## config.mk

```make
export PLATFORM = sky130hd
export DESIGN_NAME = lcg_jump_ahead
export DESIGN_NICKNAME = d
export VERILOG_FILES = /design/src/lcgja_pkg.sv /design/src/lcgja_datapath.sv /design/src/lcg_jump_ahead.sv
export SDC_FILE = /design/constraint.sdc
export NUM_CORES = 2
export LEC_CHECK = 0
export ABC_AREA = 1
export ABC_CLOCK_PERIOD_IN_PS = 8050
export BUFFER_PORTS_ARGS = -buffer_cell sky130_fd_sc_hd__buf_2
export CAP_MARGIN = 20
export CORE_MARGIN = 4
export CORE_UTILIZATION = 25
export CTS_BUF_LIST = sky130_fd_sc_hd__clkbuf_4
export CTS_CLUSTER_SIZE = 20
export DETAILED_ROUTE_END_ITERATION = 8
export GPL_ROUTABILITY_DRIVEN = 0
export PLACE_DENSITY = 0.48
export RECOVER_POWER = 25
export SKIP_LAST_GASP = 1
export SYNTH_ARGS = -nofsm -noshare
export SYNTH_HDL_FRONTEND = slang
export SYNTH_SLANG_ARGS = --single-unit
```

## constraint.sdc

```tcl
create_clock -name clk -period 8.05 [get_ports clk]
set_input_delay 0.4025 -clock clk [delete_from_list [all_inputs] [get_ports clk]]
set_output_delay 0.4025 -clock clk [all_outputs]
set_load 0.01 [all_outputs]
```

## src/lcgja_pkg.sv

```systemverilog
package lcgja_pkg;

  localparam logic [31:0] LCG_MUL = 32'd214013;
  localparam logic [31:0] LCG_INC = 32'd2531011;

  localparam int StepW = 3;
  typedef logic [StepW-1:0] step_t;

  // Microprogram addresses.
  localparam step_t STEP_ACC_MUL = 3'd0;
  localparam step_t STEP_ACC_ADD = 3'd1;
  localparam step_t STEP_CUR_ADD = 3'd2;
  localparam step_t STEP_CUR_MUL = 3'd3;
  localparam step_t STEP_FINAL   = 3'd4;

  typedef struct packed {
    logic [31:0] start_seed;
    logic [31:0] step_count;
  } in_t;

  typedef struct packed {
    logic [31:0] new_seed;
    logic [15:0] upper_half;
  } out_t;

  typedef enum logic [1:0] {
    A_ACC_MUL,
    A_ACC_ADD,
    A_CUR_MUL
  } sel_a_t;

  typedef enum logic [1:0] {
    B_CUR_MUL,
    B_CUR_ADD,
    B_SEED
  } sel_b_t;

  typedef enum logic [1:0] {
    C_ZERO,
    C_CUR_ADD,
    C_ACC_ADD
  } sel_c_t;

  typedef enum logic [2:0] {
    DST_NONE,
    DST_ACC_MUL,
    DST_ACC_ADD,
    DST_CUR_ADD,
    DST_CUR_MUL,
    DST_OUT
  } dst_t;

  // BR_ROUND: skip to the target when the current exponent bit is clear,
  // or to the final step when no bits remain. BR_LAST: skip to the final
  // step when no higher bits remain. Skipped steps write nothing.
  typedef enum logic [1:0] {
    BR_NEXT,
    BR_GOTO,
    BR_ROUND,
    BR_LAST
  } br_t;

  typedef struct packed {
    sel_a_t sel_a;
    sel_b_t sel_b;
    sel_c_t sel_c;
    dst_t   dst;
    logic   shift_n;
    br_t    br;
    step_t  tgt;
  } ctl_t;

  // Status from the datapath to the sequencer.
  typedef struct packed {
    logic n_zero;
    logic n_bit0;
    logic n_rest_zero;
  } stat_t;

  // Control store: one multiply-accumulate a * b + c per step.
  function automatic ctl_t ucode(input step_t pc);
    ctl_t w;
    unique case (pc)
      STEP_ACC_MUL:
        w = '{A_ACC_MUL, B_CUR_MUL, C_ZERO, DST_ACC_MUL, 1'b0, BR_ROUND, STEP_CUR_ADD};
      STEP_ACC_ADD:
        w = '{A_ACC_ADD, B_CUR_MUL, C_CUR_ADD, DST_ACC_ADD, 1'b0, BR_NEXT, STEP_ACC_ADD};
      STEP_CUR_ADD:
        w = '{A_CUR_MUL, B_CUR_ADD, C_CUR_ADD, DST_CUR_ADD, 1'b0, BR_LAST, STEP_FINAL};
      STEP_CUR_MUL:
        w = '{A_CUR_MUL, B_CUR_MUL, C_ZERO, DST_CUR_MUL, 1'b1, BR_GOTO, STEP_ACC_MUL};
      STEP_FINAL:
        w = '{A_ACC_MUL, B_SEED, C_ACC_ADD, DST_OUT, 1'b0, BR_NEXT, STEP_ACC_MUL};
      default:
        w = '{A_ACC_MUL, B_CUR_MUL, C_ZERO, DST_NONE, 1'b0, BR_GOTO, STEP_ACC_MUL};
    endcase
    return w;
  endfunction

endpackage

```

## src/lcgja_datapath.sv

```systemverilog
module lcgja_datapath (
  input  logic                clk,
  input  logic                load,
  input  lcgja_pkg::in_t      load_data,
  input  lcgja_pkg::ctl_t     ctl,
  input  logic                wr_en,
  output lcgja_pkg::stat_t    stat,
  output logic [31:0]         mac_res
);

  logic [31:0] seed_r;
  logic [31:0] n_r;
  logic [31:0] acc_mul_r;
  logic [31:0] acc_add_r;
  logic [31:0] cur_mul_r;
  logic [31:0] cur_add_r;
  logic [31:0] op_a;
  logic [31:0] op_b;
  logic [31:0] op_c;

  always_comb begin
    case (ctl.sel_a)
      lcgja_pkg::A_ACC_MUL: op_a = acc_mul_r;
      lcgja_pkg::A_ACC_ADD: op_a = acc_add_r;
      default:              op_a = cur_mul_r;
    endcase
    case (ctl.sel_b)
      lcgja_pkg::B_CUR_MUL: op_b = cur_mul_r;
      lcgja_pkg::B_CUR_ADD: op_b = cur_add_r;
      default:              op_b = seed_r;
    endcase
    case (ctl.sel_c)
      lcgja_pkg::C_CUR_ADD: op_c = cur_add_r;
      lcgja_pkg::C_ACC_ADD: op_c = acc_add_r;
      default:              op_c = '0;
    endcase
  end

  // Only the low word of the product is kept, so everything wraps mod 2^32.
  // (a + 1) * c is formed as a * c + c, which keeps one unit for every step.
  assign mac_res = op_a * op_b + op_c;

  assign stat.n_zero      = (n_r == '0);
  assign stat.n_bit0      = n_r[0];
  assign stat.n_rest_zero = (n_r[31:1] == '0);

  always_ff @(posedge clk) begin
    if (load) begin
      seed_r    <= load_data.start_seed;
      n_r       <= load_data.step_count;
      acc_mul_r <= 32'd1;
      acc_add_r <= '0;
      cur_mul_r <= lcgja_pkg::LCG_MUL;
      cur_add_r <= lcgja_pkg::LCG_INC;
    end else if (wr_en) begin
      case (ctl.dst)
        lcgja_pkg::DST_ACC_MUL: acc_mul_r <= mac_res;
        lcgja_pkg::DST_ACC_ADD: acc_add_r <= mac_res;
        lcgja_pkg::DST_CUR_ADD: cur_add_r <= mac_res;
        lcgja_pkg::DST_CUR_MUL: cur_mul_r <= mac_res;
        default: ;
      endcase
      if (ctl.shift_n) begin
        n_r <= {1'b0, n_r[31:1]};
      end
    end
  end

endmodule

```

## src/lcg_jump_ahead.sv

```systemverilog
// Channel  Ports                          Word
// input    in_valid, in_ready, in_data    start_seed, step_count
// output   out_valid, out_ready, out_data new_seed, upper_half
//
// One word is worked on at a time on a single 32x32 multiply-accumulate unit,
// one microcode step per cycle unless a held result stalls the final step. A set
// exponent bit updates the accumulators, each bit below the highest set one then
// the current pair; the final step applies the accumulators to the seed.
// Reset (rst_n low, synchronous) empties the sequencer and the output register.
// A held result stalls only the final step; a new word is taken while it waits.
module lcg_jump_ahead (
  input  logic              clk,
  input  logic              rst_n,
  input  logic              in_valid,
  output logic              in_ready,
  input  lcgja_pkg::in_t    in_data,
  output logic              out_valid,
  input  logic              out_ready,
  output lcgja_pkg::out_t   out_data
);

  logic                busy_r;
  logic                busy_nxt;
  lcgja_pkg::step_t    pc_r;
  lcgja_pkg::step_t    pc_nxt;
  logic                out_valid_r;
  logic                out_valid_nxt;
  lcgja_pkg::out_t     out_r;
  lcgja_pkg::ctl_t     ctl;
  lcgja_pkg::stat_t    stat;
  logic [31:0]         mac_res;
  logic                accept;
  logic                skip;
  lcgja_pkg::step_t    skip_tgt;
  logic                stall;
  logic                wr_en;
  logic                is_final;

  assign ctl      = lcgja_pkg::ucode(pc_r);
  assign in_ready = !busy_r;
  assign accept   = in_valid && in_ready;
  assign is_final = (ctl.dst == lcgja_pkg::DST_OUT);

  always_comb begin
    skip     = 1'b0;
    skip_tgt = lcgja_pkg::STEP_FINAL;
    case (ctl.br)
      lcgja_pkg::BR_ROUND: begin
        if (stat.n_zero) begin
          skip = 1'b1;
        end else if (!stat.n_bit0) begin
          skip     = 1'b1;
          skip_tgt = ctl.tgt;
        end
      end
      lcgja_pkg::BR_LAST: begin
        skip = stat.n_rest_zero;
      end
      default: ;
    endcase
  end

  assign stall = is_final && out_valid_r && !out_ready;
  assign wr_en = busy_r && !skip && !stall;

  always_comb begin
    busy_nxt = busy_r;
    pc_nxt   = pc_r;
    if (accept) begin
      busy_nxt = 1'b1;
      pc_nxt   = lcgja_pkg::STEP_ACC_MUL;
    end else if (busy_r) begin
      if (skip) begin
        pc_nxt = skip_tgt;
      end else if (stall) begin
        pc_nxt = pc_r;
      end else if (is_final) begin
        busy_nxt = 1'b0;
        pc_nxt   = lcgja_pkg::STEP_ACC_MUL;
      end else if (ctl.br == lcgja_pkg::BR_GOTO) begin
        pc_nxt = ctl.tgt;
      end else begin
        pc_nxt = pc_r + 1'b1;
      end
    end
  end

  always_comb begin
    out_valid_nxt = out_valid_r;
    if (wr_en && is_final) begin
      out_valid_nxt = 1'b1;
    end else if (out_ready) begin
      out_valid_nxt = 1'b0;
    end
  end

  always_ff @(posedge clk) begin
    if (!rst_n) begin
      busy_r      <= 1'b0;
      pc_r        <= lcgja_pkg::STEP_ACC_MUL;
      out_valid_r <= 1'b0;
    end else begin
      busy_r      <= busy_nxt;
      pc_r        <= pc_nxt;
      out_valid_r <= out_valid_nxt;
    end
  end

  always_ff @(posedge clk) begin
    if (wr_en && is_final) begin
      out_r.new_seed   <= mac_res;
      out_r.upper_half <= mac_res[31:16];
    end
  end

  lcgja_datapath u_datapath (
    .clk       (clk),
    .load      (accept),
    .load_data (in_data),
    .ctl       (ctl),
    .wr_en     (wr_en),
    .stat      (stat),
    .mac_res   (mac_res)
  );

  assign out_valid = out_valid_r;
  assign out_data  = out_r;

endmodule

```

==> results.cfg <==
[outcome]
outcome = finished, violations left
failed_checks = setup timing

[synth]
synth_area_leaders = fa_1 33%, edfxtp_1 11%, inv_1 10%
yosysUniqueCellTypes = 47
synth-warning-count = 0
synth_cells = 3352
yosys.area_share.adder = 0.388
synthArstFlopShare = 0
synth_mux_area_frac = 0
synthSimpleGateAreaFrac = 0.193
synth.avg_cell_area_um2 = 8.01
synth_ff_type = dfxtp_1
synth_top_family_by_area = adder cells
synth_area_um2 = 26900
synth_edf_count = 96
synth_top_area_frac = 0.327
synth-compound-area-share = 0.0665
synth_xor_area_frac = 0.0143
synth_seq_cells = 229
yosysTopAreaCell = fa_1
syn_nets = 3989
yosysSeqAreaShare = 0.207

[clocking]
cts.path.max_buffers = 3
cts_sinks = 229
ctsHtreeMaxLevel = 2
cts_root_buf = clkbuf_4
cts_tree = built
clk_latency_ns = 0.77
clk_pin_slew_ns = 0.08
cts_made_buffers = 56

[min_path]
hp-class = in -> reg
whs_path_depth = 2
worstHoldEndpoint = u_datapath.seed_r[9]
min_from = in_data[41]

[sta]
setup_tns_ns = -0.913
fin_crit_ns = 8.17
hold_viol_final = 0
clock.fmax_mhz = 122
rsz0062_at_grt = yes
setup_viol = 21
slew_violations = 0
worst_pin_slew_ns = 1.08
final.setup_skew_ns = 0.0788
finalCritPeriodShare = 1.02
relSlewSlack = 0.280
setup_slack_ns = -0.121

[floorplanning]
coreArea_um2 = 106000
ios = 118
row_count = 119
dieArea_um2 = 113000
die_w_um = 336
die_h_um = 336
initial_core_util = 0.253

[run]
cap_violations = 0

[worst_setup_path]
worst-path-buf-inv = 13
rrSetupSlack_ns = -0.12
max_stage_delay_ns = 0.56
r2r_start = pc_r[0]
startpoint_type = register
crit_required_ns = 8.54
worst_path_max_delay_cell = fa_1
r2r_cells = 39
reg2reg_to = out_data[47]
critPathKind = reg -> reg
arrival_ns = 8.66
cp_max_fo = 8
critPathTopFamily = adder cells
crit_path_end_kind = register

[finish]
layout-drive-gt1-share = 0.230
seqCellArea_um2 = 5550
num-nets-final = 4593
syn_to_final_growth_pct = 32.0
final_cells = 5396
fillerInstances = 11321
final_cell_mix = 716 x inv_1, 703 x nand2_1, 423 x buf_4
layout_commonest_cell = inv_1
postLayoutCoreUtil = 0.334
multi_input_area_um2 = 18900
final_area_um2 = 35500

[global_routing]
grt_overflow = 0
grt_max_degree = 88
grt_usage = 0.185
grt_pass1_vias = 24929
grt_pass1_wl_um = 156000
antenna_found_initial = 1

[detailed_routing]
drt_wl_total_um = 104000
vias_per_cell = 4.45
drt_iter0_markers = 1704
final_antenna_net_count = 0
first_pass_iters = 6
remaining_drc_errors = 0
wl_per_cell_um = 19.2
vias = 24017

[placed_design]
dpl_cell_area_um2 = 32400
portBuffers = 117
placedCellCount = 5177
hpwl_um = 86700
==> what timing repair did <==
item | in CTS | in global routing
buffers inserted | 36 | 10
hold buffers | 67 | 0
pin swaps | 58 | 55
gates cloned | 1 | 0
hold endpoints to repair | 66 | 0
setup endpoints to repair | 75 | 84
gates resized for setup | 186 | 139
==> layer usage <==
metal / wire [um] / vias up / track usage
li1: - / 11276 / -
met1: 45100 / 11800 / 0.247
met2: 48800 / 782 / 0.313
met3: 6240 / 159 / 0.0213
met4: 3580 / 0 / 0.0577
met5: 0 / - / 0
==> cell type report <==
| cell class | count | share of cell area |
|---|---|---|
| antenna | 1 | 0.0000706 |
| multi-input combinational | 2216 | 0.532 |
| timing repair buffer | 687 | 0.158 |
| sequential | 229 | 0.157 |
| clock inverter | 23 | 0.00438 |
| inverter | 766 | 0.0824 |
| clock buffer | 83 | 0.0176 |
| tap | 1391 | 0.0491 |
==> through the flow <==
| stage | hold WS, ns | setup slack [ns] |
|---|---|---|
| floorplan | 0.430 | 0.0148 |
| global placement | 0.443 | -0.745 |
| detailed placement | 0.449 | -0.840 |
| CTS | 0.213 | -0.163 |
| global route | 0.322 | -0.400 |
| finish | 0.364 | -0.121 |
==> how the worst max path moves through the flow <==
stage | from | endpoint | slack [ns] | cells past startpoint
2_1_floorplan | pc_r[0] | out_data[46] | 0.01 | 36
3_3_place_gp | pc_r[0] | u_datapath.acc_mul_r[29] | -0.75 | 40
3_5_place_dp | pc_r[0] | out_data[47] | -0.84 | 41
4_1_cts | pc_r[0] | out_data[47] | -0.16 | 40
5_1_grt | pc_r[0] | out_data[47] | -0.40 | 40
6_report | pc_r[0] | out_data[47] | -0.12 | 39
==> state kept, by name (all words and copies together), names as in the netlist <==
register and cells:
out_data 32, pc_r 3, busy_r 1, out_valid 1, u_datapath.acc_mul_r 32, u_datapath.cur_mul_r 32
u_datapath.acc_add_r 32, u_datapath.seed_r 32, u_datapath.cur_add_r 32, u_datapath.n_r 32
==> cell families (layout without fill, tap and decap cells) <==
kind of cell / after synthesis / count (layout)
flip-flops: 229 / 229
other: 0 / 1
XOR/XNOR: 42 / 42
AO/OA/AOI/OAI: 324 / 324
AND/OR/NAND/NOR: 1281 / 1281
buffers and inverters: 907 / 1559
adder cells (fa/ha/maj): 569 / 569
==> synth_stat cells (2+ instances only) <==
cell and instances:
nor2_2 2, a31oi_1 6, o21ai_1 2, o22ai_1 8
a21oi_1 143, fa_1 438, buf_4 20, clkbuf_1 92
buf_1 4, a211oi_1 21, nand3_2 10, nand2_2 7
nor4_1 7, buf_6 6, xnor2_1 11, ha_1 131
buf_2 19, nand3_1 101, xor2_1 30, nand3b_1 10
nor2_1 363, inv_1 743, nand4_1 27, dfxtp_1 133
clkinv_1 12, nand2_4 2, o211ai_1 3, nor3_1 10
edfxtp_1 96, a22o_1 3, inv_2 11, nand2_1 740
o21ai_0 124, a221oi_1 2, a22oi_1 3
Power is left out: the tool's default activity adds up to more than one toggle a clock period on the data nets, which glitch-free logic cannot reach.
